<file path="src/eat_pkg.sv">
// Package with the shared types, codes and constants of the event-action table.
`timescale 1ns / 1ps
package eat_pkg;
    localparam int TABLE_SLOTS_DEF = 16;
    localparam int QUEUE_DEPTH_DEF = 16;
    localparam int SEVERITY_QUEUES_DEF = 4;
    localparam int SLOT_OUT_W = 4;

    typedef enum logic [2:0] {
        CMD_DEFINE  = 3'd0,
        CMD_DELETE  = 3'd1,
        CMD_ENABLE  = 3'd2,
        CMD_DISABLE = 3'd3,
        CMD_EVENT   = 3'd4,
        CMD_EXTRACT = 3'd5
    } t_cmd;

    typedef enum logic [3:0] {
        ST_OK        = 4'd0,
        ST_UNKNOWN   = 4'd1,
        ST_FULL      = 4'd2,
        ST_ENABLED   = 4'd3,
        ST_REJECTED  = 4'd4,
        ST_UNDEFINED = 4'd5,
        ST_IGNORED   = 4'd6,
        ST_QFULL     = 4'd7,
        ST_EMPTY     = 4'd8,
        ST_QUEUED    = 4'd9,
        ST_EXTRACTED = 4'd10
    } t_status;

    typedef enum logic [2:0] {
        S_IDLE,
        S_SCAN,
        S_SCAN_LAST,
        S_EXEC,
        S_QREAD,
        S_DONE
    } t_state;
endpackage

</file>
<file path="src/eat_ram.sv">
// Generic single-port-write, one-read synchronous RAM with registered read data.
`timescale 1ns / 1ps
module eat_ram #(
    parameter int WIDTH = 16,
    parameter int DEPTH = 16
) (
    input  logic                     i_clk,
    input  logic                     i_we,
    input  logic [$clog2(DEPTH)-1:0] i_waddr,
    input  logic [WIDTH-1:0]         i_wdata,
    input  logic [$clog2(DEPTH)-1:0] i_raddr,
    output logic [WIDTH-1:0]         o_rdata
);
    logic [WIDTH-1:0] r_mem [DEPTH];

    always_ff @(posedge i_clk) begin
        if (i_we) begin
            r_mem[i_waddr] <= i_wdata;
        end
        o_rdata <= r_mem[i_raddr];
    end
endmodule

</file>
<file path="src/event_action_table_priority_queue_core.sv">
// Top level of the event-action table with per-severity pending queues.
`timescale 1ns / 1ps
// A command is taken when i_start is high and o_busy is low; its single result
// shows on o_status, o_slot_index and o_all_queues_empty for exactly one cycle
// with o_done high, and the receiver cannot stall it. A command passes through
// the states S_SCAN, S_SCAN_LAST, S_EXEC and S_DONE from transfer to result,
// and an extract that finds a pending entry also passes through S_QREAD for
// the queue read. The next command can be taken at the edge that ends the
// result cycle. The slot table lives in one RAM with one read port, so the block
// reads every slot once, in order, to find the lowest match and the lowest
// free slot, then writes back the one slot it changes. The pending queues
// share a second RAM, indexed by queue and position; head and count of each
// queue sit in flip-flops. The slot RAM needs no clearing pass: a valid bit per
// slot, cleared by reset, makes an unwritten slot read as free and disabled.
module event_action_table_priority_queue_core
    import eat_pkg::*;
#(
    parameter int TABLE_SLOTS = TABLE_SLOTS_DEF,
    parameter int QUEUE_DEPTH = QUEUE_DEPTH_DEF,
    parameter int SEVERITY_QUEUES = SEVERITY_QUEUES_DEF
) (
    input  logic        i_clk,
    input  logic        i_rst_n,
    input  logic        i_start,
    input  logic [2:0]  i_cmd,
    input  logic [15:0] i_event_id,
    input  logic [2:0]  i_rid_class,
    input  logic        i_rid_enabled,
    input  logic        i_packet_accepted,
    output logic        o_busy,
    output logic        o_done,
    output logic [3:0]  o_status,
    output logic [3:0]  o_slot_index,
    output logic        o_all_queues_empty
);
    localparam int SW = (TABLE_SLOTS > 1) ? $clog2(TABLE_SLOTS) : 1;
    localparam int QW = $clog2(QUEUE_DEPTH);
    localparam int CW = $clog2(QUEUE_DEPTH + 1);
    localparam int VW = (SEVERITY_QUEUES > 1) ? $clog2(SEVERITY_QUEUES) : 1;
    localparam int PW = VW + QW;
    localparam int PD = 1 << PW;

    t_state r_state, n_state;

    // Captured command.
    logic [2:0]  r_cmd;
    logic [15:0] r_id;
    logic [2:0]  r_cls;
    logic        r_rid_on, r_acc;

    // Scan bookkeeping.
    logic [SW-1:0] r_addr, n_addr;
    logic [SW-1:0] r_rd_slot;
    logic          r_found, n_found;
    logic [SW-1:0] r_match, n_match;
    logic          r_mact, n_mact;
    logic          r_free_ok, n_free_ok;
    logic [SW-1:0] r_free, n_free;

    logic [TABLE_SLOTS-1:0] r_valid;
    logic [16:0]            slot_rdata;
    logic                   slot_we;
    logic [SW-1:0]          slot_waddr;
    logic [16:0]            slot_wdata;
    logic [SW-1:0]          slot_raddr;
    logic [15:0]            rd_ev;
    logic                   rd_act;

    logic [QW-1:0] r_head  [SEVERITY_QUEUES];
    logic [CW-1:0] r_count [SEVERITY_QUEUES];
    logic [VW-1:0] r_xq;

    logic          pq_we;
    logic [PW-1:0] pq_waddr, pq_raddr;
    logic [3:0]    pq_wdata, pq_rdata;
    logic [SW-1:0] pq_rslot;

    t_status       r_st;
    logic [SW-1:0] r_slot;
    logic          r_done;
    t_status       n_st;
    logic [SW-1:0] n_slot;

    logic [VW-1:0] ev_q;
    logic [QW:0]   tail_sum;
    logic [QW-1:0] tail;
    logic          any_pend;
    logic [VW-1:0] top_q;
    logic          unknown;

    eat_ram #(.WIDTH(17), .DEPTH(TABLE_SLOTS)) u_slot_ram (
        .i_clk(i_clk), .i_we(slot_we), .i_waddr(slot_waddr), .i_wdata(slot_wdata),
        .i_raddr(slot_raddr), .o_rdata(slot_rdata)
    );

    // The pending store keeps four bits of each slot index, as on the output.
    eat_ram #(.WIDTH(4), .DEPTH(PD)) u_pend_ram (
        .i_clk(i_clk), .i_we(pq_we), .i_waddr(pq_waddr), .i_wdata(pq_wdata),
        .i_raddr(pq_raddr), .o_rdata(pq_rdata)
    );

    assign slot_raddr = r_addr;
    assign rd_ev  = r_valid[r_rd_slot] ? slot_rdata[15:0] : 16'd0;
    assign rd_act = r_valid[r_rd_slot] ? slot_rdata[16] : 1'b0;
    assign unknown = (r_cls == 3'd0) || (r_id == 16'd0);
    assign pq_rslot = SW'(pq_rdata);

    always_comb begin
        if (r_cls == 3'd0 || ({29'd0, r_cls} - 32'd1) > 32'(SEVERITY_QUEUES - 1)) begin
            ev_q = VW'(SEVERITY_QUEUES - 1);
        end else begin
            ev_q = VW'(r_cls - 3'd1);
        end
        tail_sum = {1'b0, r_head[ev_q]} + (QW + 1)'(r_count[ev_q]);
        tail = (tail_sum >= (QW + 1)'(QUEUE_DEPTH)) ?
               QW'(tail_sum - (QW + 1)'(QUEUE_DEPTH)) : QW'(tail_sum);
    end

    // Highest non-empty queue wins.
    always_comb begin
        any_pend = 1'b0;
        top_q = '0;
        for (int q = 0; q < SEVERITY_QUEUES; q++) begin
            if (r_count[q] != '0) begin
                any_pend = 1'b1;
                top_q = VW'(q);
            end
        end
    end

    // Next-state logic.
    always_comb begin
        n_state = r_state;
        unique case (r_state)
            S_IDLE:      if (i_start) n_state = S_SCAN;
            S_SCAN:      if (r_addr == SW'(TABLE_SLOTS - 1)) n_state = S_SCAN_LAST;
            S_SCAN_LAST: n_state = S_EXEC;
            S_EXEC:      n_state = (r_cmd == CMD_EXTRACT && any_pend) ? S_QREAD : S_DONE;
            S_QREAD:     n_state = S_DONE;
            S_DONE:      n_state = S_IDLE;
            default:     n_state = S_IDLE;
        endcase
    end

    // Scan: one slot read issued per cycle, evaluated the cycle after.
    always_comb begin
        n_addr = r_addr;
        n_found = r_found;
        n_match = r_match;
        n_mact = r_mact;
        n_free_ok = r_free_ok;
        n_free = r_free;
        if (r_state == S_IDLE) begin
            n_addr = '0;
            n_found = 1'b0;
            n_free_ok = 1'b0;
            n_mact = 1'b0;
            n_match = '0;
            n_free = '0;
        end
        if (r_state == S_SCAN && r_addr != SW'(TABLE_SLOTS - 1)) begin
            n_addr = r_addr + SW'(1);
        end
        if ((r_state == S_SCAN && r_addr != '0) || r_state == S_SCAN_LAST) begin
            if (!r_found && r_id != 16'd0 && rd_ev == r_id) begin
                n_found = 1'b1;
                n_match = r_rd_slot;
                n_mact = rd_act;
            end
            if (!r_free_ok && rd_ev == 16'd0) begin
                n_free_ok = 1'b1;
                n_free = r_rd_slot;
            end
        end
    end

    // Execution outputs: slot table and pending queue writes.
    always_comb begin
        slot_we = 1'b0;
        slot_waddr = r_match;
        slot_wdata = {1'b0, r_id};
        pq_we = 1'b0;
        pq_waddr = {ev_q, tail};
        pq_wdata = 4'(r_match);
        pq_raddr = {top_q, r_head[top_q]};
        if (r_state == S_EXEC && !unknown) begin
            unique case (r_cmd)
                CMD_DEFINE: begin
                    if (n_st == ST_OK) begin
                        slot_we = 1'b1;
                        slot_waddr = r_found ? r_match : r_free;
                    end
                end
                CMD_DELETE: begin
                    if (n_st == ST_OK) begin
                        slot_we = 1'b1;
                        slot_wdata = '0;
                    end
                end
                CMD_ENABLE, CMD_DISABLE: begin
                    if (r_found) begin
                        slot_we = 1'b1;
                        slot_wdata = {(r_cmd == CMD_ENABLE), r_id};
                    end
                end
                default: begin end
            endcase
        end
        if (r_state == S_EXEC && r_cmd == CMD_EVENT && n_st == ST_QUEUED) begin
            pq_we = 1'b1;
        end
    end

    always_comb begin
        n_st = r_st;
        n_slot = r_slot;
        if (r_state == S_EXEC) begin
            n_st = ST_IGNORED;
            n_slot = '0;
            unique case (r_cmd)
                CMD_DEFINE: begin
                    if (unknown) begin
                        n_st = ST_UNKNOWN;
                    end else if (r_found && r_mact) begin
                        n_st = ST_ENABLED;
                        n_slot = r_match;
                    end else if (!r_found && !r_free_ok) begin
                        n_st = ST_FULL;
                    end else begin
                        n_slot = r_found ? r_match : r_free;
                        n_st = r_acc ? ST_OK : ST_REJECTED;
                    end
                end
                CMD_DELETE, CMD_ENABLE, CMD_DISABLE: begin
                    if (unknown) begin
                        n_st = ST_UNKNOWN;
                    end else if (!r_found) begin
                        n_st = ST_UNDEFINED;
                    end else begin
                        n_slot = r_match;
                        n_st = (r_cmd == CMD_DELETE && r_mact) ? ST_ENABLED : ST_OK;
                    end
                end
                CMD_EVENT: begin
                    if (r_found) n_slot = r_match;
                    if (r_rid_on && r_cls != 3'd0 && r_found && r_mact) begin
                        n_st = (r_count[ev_q] >= CW'(QUEUE_DEPTH)) ? ST_QFULL : ST_QUEUED;
                    end
                end
                CMD_EXTRACT: n_st = any_pend ? ST_EXTRACTED : ST_EMPTY;
                default: n_st = ST_IGNORED;
            endcase
        end else if (r_state == S_QREAD) begin
            n_slot = pq_rslot;
        end
    end

    always_ff @(posedge i_clk) begin
        if (r_state == S_IDLE && i_start) begin
            r_cmd <= i_cmd;
            r_id <= i_event_id;
            r_cls <= i_rid_class;
            r_rid_on <= i_rid_enabled;
            r_acc <= i_packet_accepted;
        end
        r_rd_slot <= r_addr;
        r_found <= n_found;
        r_match <= n_match;
        r_mact <= n_mact;
        r_free_ok <= n_free_ok;
        r_free <= n_free;
        r_st <= n_st;
        r_slot <= n_slot;
    end

    always_ff @(posedge i_clk) begin
        if (!i_rst_n) begin
            r_state <= S_IDLE;
            r_addr <= '0;
            r_valid <= '0;
            r_done <= 1'b0;
            r_xq <= '0;
            for (int q = 0; q < SEVERITY_QUEUES; q++) begin
                r_head[q] <= '0;
                r_count[q] <= '0;
            end
        end else begin
            r_state <= n_state;
            r_addr <= n_addr;
            r_done <= (r_state == S_DONE);
            if (slot_we) r_valid[slot_waddr] <= 1'b1;
            if (r_state == S_EXEC && r_cmd == CMD_EVENT && n_st == ST_QUEUED) begin
                r_count[ev_q] <= r_count[ev_q] + CW'(1);
            end
            if (r_state == S_EXEC && r_cmd == CMD_EXTRACT && any_pend) begin
                r_xq <= top_q;
            end
            if (r_state == S_QREAD) begin
                r_count[r_xq] <= r_count[r_xq] - CW'(1);
                r_head[r_xq] <= (r_head[r_xq] == QW'(QUEUE_DEPTH - 1)) ?
                                '0 : r_head[r_xq] + QW'(1);
            end
        end
    end

    assign o_busy = (r_state != S_IDLE);
    assign o_done = r_done;
    assign o_status = r_st;
    assign o_slot_index = 4'(r_slot);
    always_comb begin
        o_all_queues_empty = 1'b1;
        for (int q = 0; q < SEVERITY_QUEUES; q++) begin
            if (r_count[q] != '0) o_all_queues_empty = 1'b0;
        end
    end
endmodule

</file>
<file path="config.mk">
export PLATFORM = sky130hd
export DESIGN_NAME = event_action_table_priority_queue_core
export DESIGN_NICKNAME = d
export VERILOG_FILES = /design/src/eat_pkg.sv /design/src/eat_ram.sv /design/src/event_action_table_priority_queue_core.sv
export SDC_FILE = /design/constraint.sdc
export NUM_CORES = 1
export LEC_CHECK = 0
export BUFFER_PORTS_ARGS = -buffer_cell sky130_fd_sc_hd__buf_2
export CORE_MARGIN = 4
export CORE_UTILIZATION = 45
export DETAILED_ROUTE_END_ITERATION = 10
export MAX_ROUTING_LAYER = met4
export SYNTH_ARGS = -nofsm -noshare
export SYNTH_HDL_FRONTEND = slang
export SYNTH_SLANG_ARGS = --single-unit
</file>
<file path="constraint.sdc">
create_clock -name i_clk -period 4 [get_ports i_clk]
set_clock_uncertainty 0.2 [all_clocks]
set_input_delay 0.8 -clock i_clk [delete_from_list [all_inputs] [get_ports i_clk]]
set_output_delay 0.8 -clock i_clk [all_outputs]
set_load 0.005 [all_outputs]
</file>
==> flow_summary_export.csv <==
group,metric,value,unit
run_status,status,"finished, final reports clean",
logic_synthesis,synth_compound_area_frac,0.0638,
final_layout,area_delta_synth_final,18.5,%
final_layout,nFillCells,4730,
clocking,htreeDepth,3,
logic_synthesis,synth-edff-count,592,
placed_design,portBuffers,37,
final_layout,layout_commonest_cell,"edfxtp_1",
worst_setup_path,worstSetupPathType,"flip-flop to flip-flop",
run,drv_cap,0,
timing,fmax,253,MHz
clocking,cts_tree,"built",
timing,setup_ws,42.4,ps
grt,grt_usage,0.216,
worst_setup_path,path_cells,"inv_1 -> ha_1 -> ha_2 -> nand3b_1 -> or3_4 -> o22ai_2 -> nor2_2 -> ha_1 -> a21o_1 -> a21oi_2 -> xor2_1 -> xor2_1 -> buf_4 -> nand3_1 -> buf_6 -> nor2_2 -> buf_4",
floorplan,die_h,254,um
logic_synthesis,synthArstFlopShare,0,
worst_setup_path,worst_setup_path_start_kind,"flip-flop",
clocking,root_buffer,"clkbuf_16",
clocking,path_clk_slew,60,ps
timing,setup_violations,0,
timing,rsz0062_at_grt,"true",
timing,tightestPinTransition,1100,ps
worst_setup_path,end_kind,"flip-flop",
clocking,cts_sinks,660,
routing,routedWlPerCell,24.4,um
routing,via_per_inst,5.89,
logic_synthesis,synthXorXnorAreaFrac,0.00644,
clocking,clock_path_buffers,3,
logic_synthesis,synth-simple-area-share,0.0929,
routing,drt_wl_total,67600,um
final_layout,num-nets-final,1980,
power_and_ir_drop,seq_power_share,0.509,
power_and_ir_drop,p_per_area,467,nW/um2
power_and_ir_drop,vdd_drop_max,389,uV
final_layout,drive_gt1_frac,0.279,
floorplan,die-area,64400,um2
placed_design,gp_congestion,0.945,
logic_synthesis,synth-seq-cells,660,
routing,vias,16300,
power_and_ir_drop,comb_power_share,0.078,
placed_design,dp_hpwl,43700,um
grt,antenna_found_initial,0,
logic_synthesis,yosysTopAreaCellShare,0.654,
logic_synthesis,synth.area.top_cells,"edfxtp_1 65%, mux4_2 9.1%, dfxtp_1 5.0%",
grt,grt_max_degree,73,
timing,final-hold-violation-count,0,
power_and_ir_drop,p_int,11.7,mW
logic_synthesis,yosysWarnings,0,
timing,post-route-min-period,3960,ps
clocking,clk_latency,600,ps
worst_setup_path,slowest_delay,420,ps
power_and_ir_drop,leakagePower,11.0,nW
power_and_ir_drop,clkPwrFrac,0.413,
final_layout,antenna_cells,0,
worst_setup_path,path_buf_inv,4,
final_layout,multi_input_area,7930,um2
worst_setup_path,critical-path-top-delay-family,"simple AND/OR/NAND/NOR gates",
logic_synthesis,seq_area_frac_synth,0.704,
logic_synthesis,synth_cell_types,77,
worst_setup_path,slowest_stage,"or3_4",
final_layout,finish.utilization,0.542,
routing,drt_iter0_markers,1355,
grt,grt_pass1_wl,102000,um
floorplan,ioPinCount,38,
placed_design,place_inst,2638,
routing,dr.pass1.iters,5,
final_layout,final_cell_area,32200,um2
final_layout,seq_area,19200,um2
floorplan,rows,89,
routing,drc,0,
logic_synthesis,synth-main-ff-cell,"edfxtp_1",
floorplan,die_width,254,um
logic_synthesis,syn-num-nets,1769,
final_layout,fin_cells,2769,
clocking,cts_buffers,68,
logic_synthesis,synth_top_family_by_area,"multiplexers",
timing,tns,0,ps
timing,fin_crit_sh,0.989,
logic_synthesis,synthMuxAreaShare,0.109,
worst_setup_path,required,4120,ps
timing,relSlewSlack,0.267,
worst_setup_path,cp_max_fo,7,
hold_path,hold_class,"input port to flip-flop",
timing,drv_slew,0,
logic_synthesis,yosys.area_share.adder,0.00534,
floorplan,coreArea,59500,um2
grt,grt-ovfl-total,0,
logic_synthesis,syn_inst,1731,
power_and_ir_drop,p_sw_frac,0.223,
routing,antenna_left,0,
logic_synthesis,syn-mean-instance-area,15.7,um2
power_and_ir_drop,switching_power,3.36,mW
placed_design,dpl_cell_area,29600,um2
final_layout,mostFrequentLayoutCells,"592 x edfxtp_1, 159 x buf_4, 131 x nand2_1",
grt,grt_pass1_vias,16400,
floorplan,start_util,0.457,
logic_synthesis,syn_area,27200,um2
logic_synthesis,yosys.area.top_type,"edfxtp_1",
placed_design,dp_slack,-126,ps
worst_setup_path,crit_arrival,4080,ps
==> cell usage after synthesis (8+ instances only) <==
| master | instances |
|---|---|
| nor2_1 | 178 |
| nor4_1 | 25 |
| inv_1 | 39 |
| nor3_1 | 18 |
| a21oi_1 | 43 |
| edfxtp_1 | 592 |
| buf_1 | 11 |
| mux2_2 | 8 |
| clkbuf_1 | 48 |
| o32ai_1 | 10 |
| a311oi_1 | 26 |
| mux4_2 | 110 |
| ha_1 | 10 |
| a211oi_1 | 42 |
| mux2i_1 | 39 |
| nand2_1 | 135 |
| nor2b_1 | 18 |
| and2_1 | 11 |
| nand2b_1 | 9 |
| a221oi_1 | 13 |
| and3_1 | 38 |
| o21ai_0 | 39 |
| a31oi_1 | 15 |
| dfxtp_1 | 68 |
| nand3_1 | 31 |
| xnor2_1 | 14 |
| buf_2 | 11 |
==> sequential cells by signal, summed over array words and instances, names as in the netlist, 16 cells and up, named ones only <==
signal              flops
u_slot_ram.o_rdata     17
r_head                 16
r_id                   16
r_valid                16
u_slot_ram.r_mem      272
u_pend_ram.r_mem      256
r_count                20
==> cell families after synthesis <==
group / count (synthesis)
compound gates: 247
xor+xnor: 20
fa+ha+maj: 11
buf+inv: 117
flops: 660
mux: 158
simple gates: 518
==> final cells by class <==
type                    instances  area share
well taps                     773      0.0300
clock inverters                28     0.00699
flip-flops and latches        660       0.595
clock buffers                  96      0.0617
inverters                      39     0.00455
multi-input cells             954       0.246
repair buffers                219      0.0560
==> metrics by stage <==
stage	power, mW	hold slack [ps]
after floorplan	8.44	153
final	15.0	170
after detailed placement	8.87	237
after global placement	8.85	232
after CTS	15.1	135
after global routing	15.6	140
==> what timing repair did <==
action,CTS,global route
hold buffers,0,0
setup buffers,0,7
setup endpoints to repair,145,397
gates resized for setup,20,77
pin swaps,0,5
==> power by group through the flow <==
stage	sequential [mW]	clock (mW)	combinational (mW)
after global placement	7.80	0	1.05
after CTS	7.66	6.33	1.08
after floorplan	7.76	0	0.678
after detailed placement	7.80	0	1.07
final	7.66	6.21	1.17
after global routing	7.66	6.64	1.26
==> path summary, 6_finish.rpt <==
check                            from                               end  slack, ps  cells past startpoint
max                r_cls[0]$_DFFE_PP_  u_pend_ram.r_mem[1][3]$_DFFE_PP_         40                     17
min                     i_event_id[8]                 r_id[8]$_DFFE_PP_        170                      1
max reg2reg        r_cls[0]$_DFFE_PP_  u_pend_ram.r_mem[1][3]$_DFFE_PP_         40                     17
min reg2reg  r_valid[12]$_SDFFE_PN0P_          r_valid[12]$_SDFFE_PN0P_        250                      2
==> routing by layer <==
metal,share of wire,GRT usage,vias to the layer above
met4,0.027,0.0632,0
met5,0,-,-
met3,0.056,0.0320,141
met1,0.41,0.278,8331
met2,0.51,0.362,562
li1,-,-,7272
(Power assumes the default switching activity.)
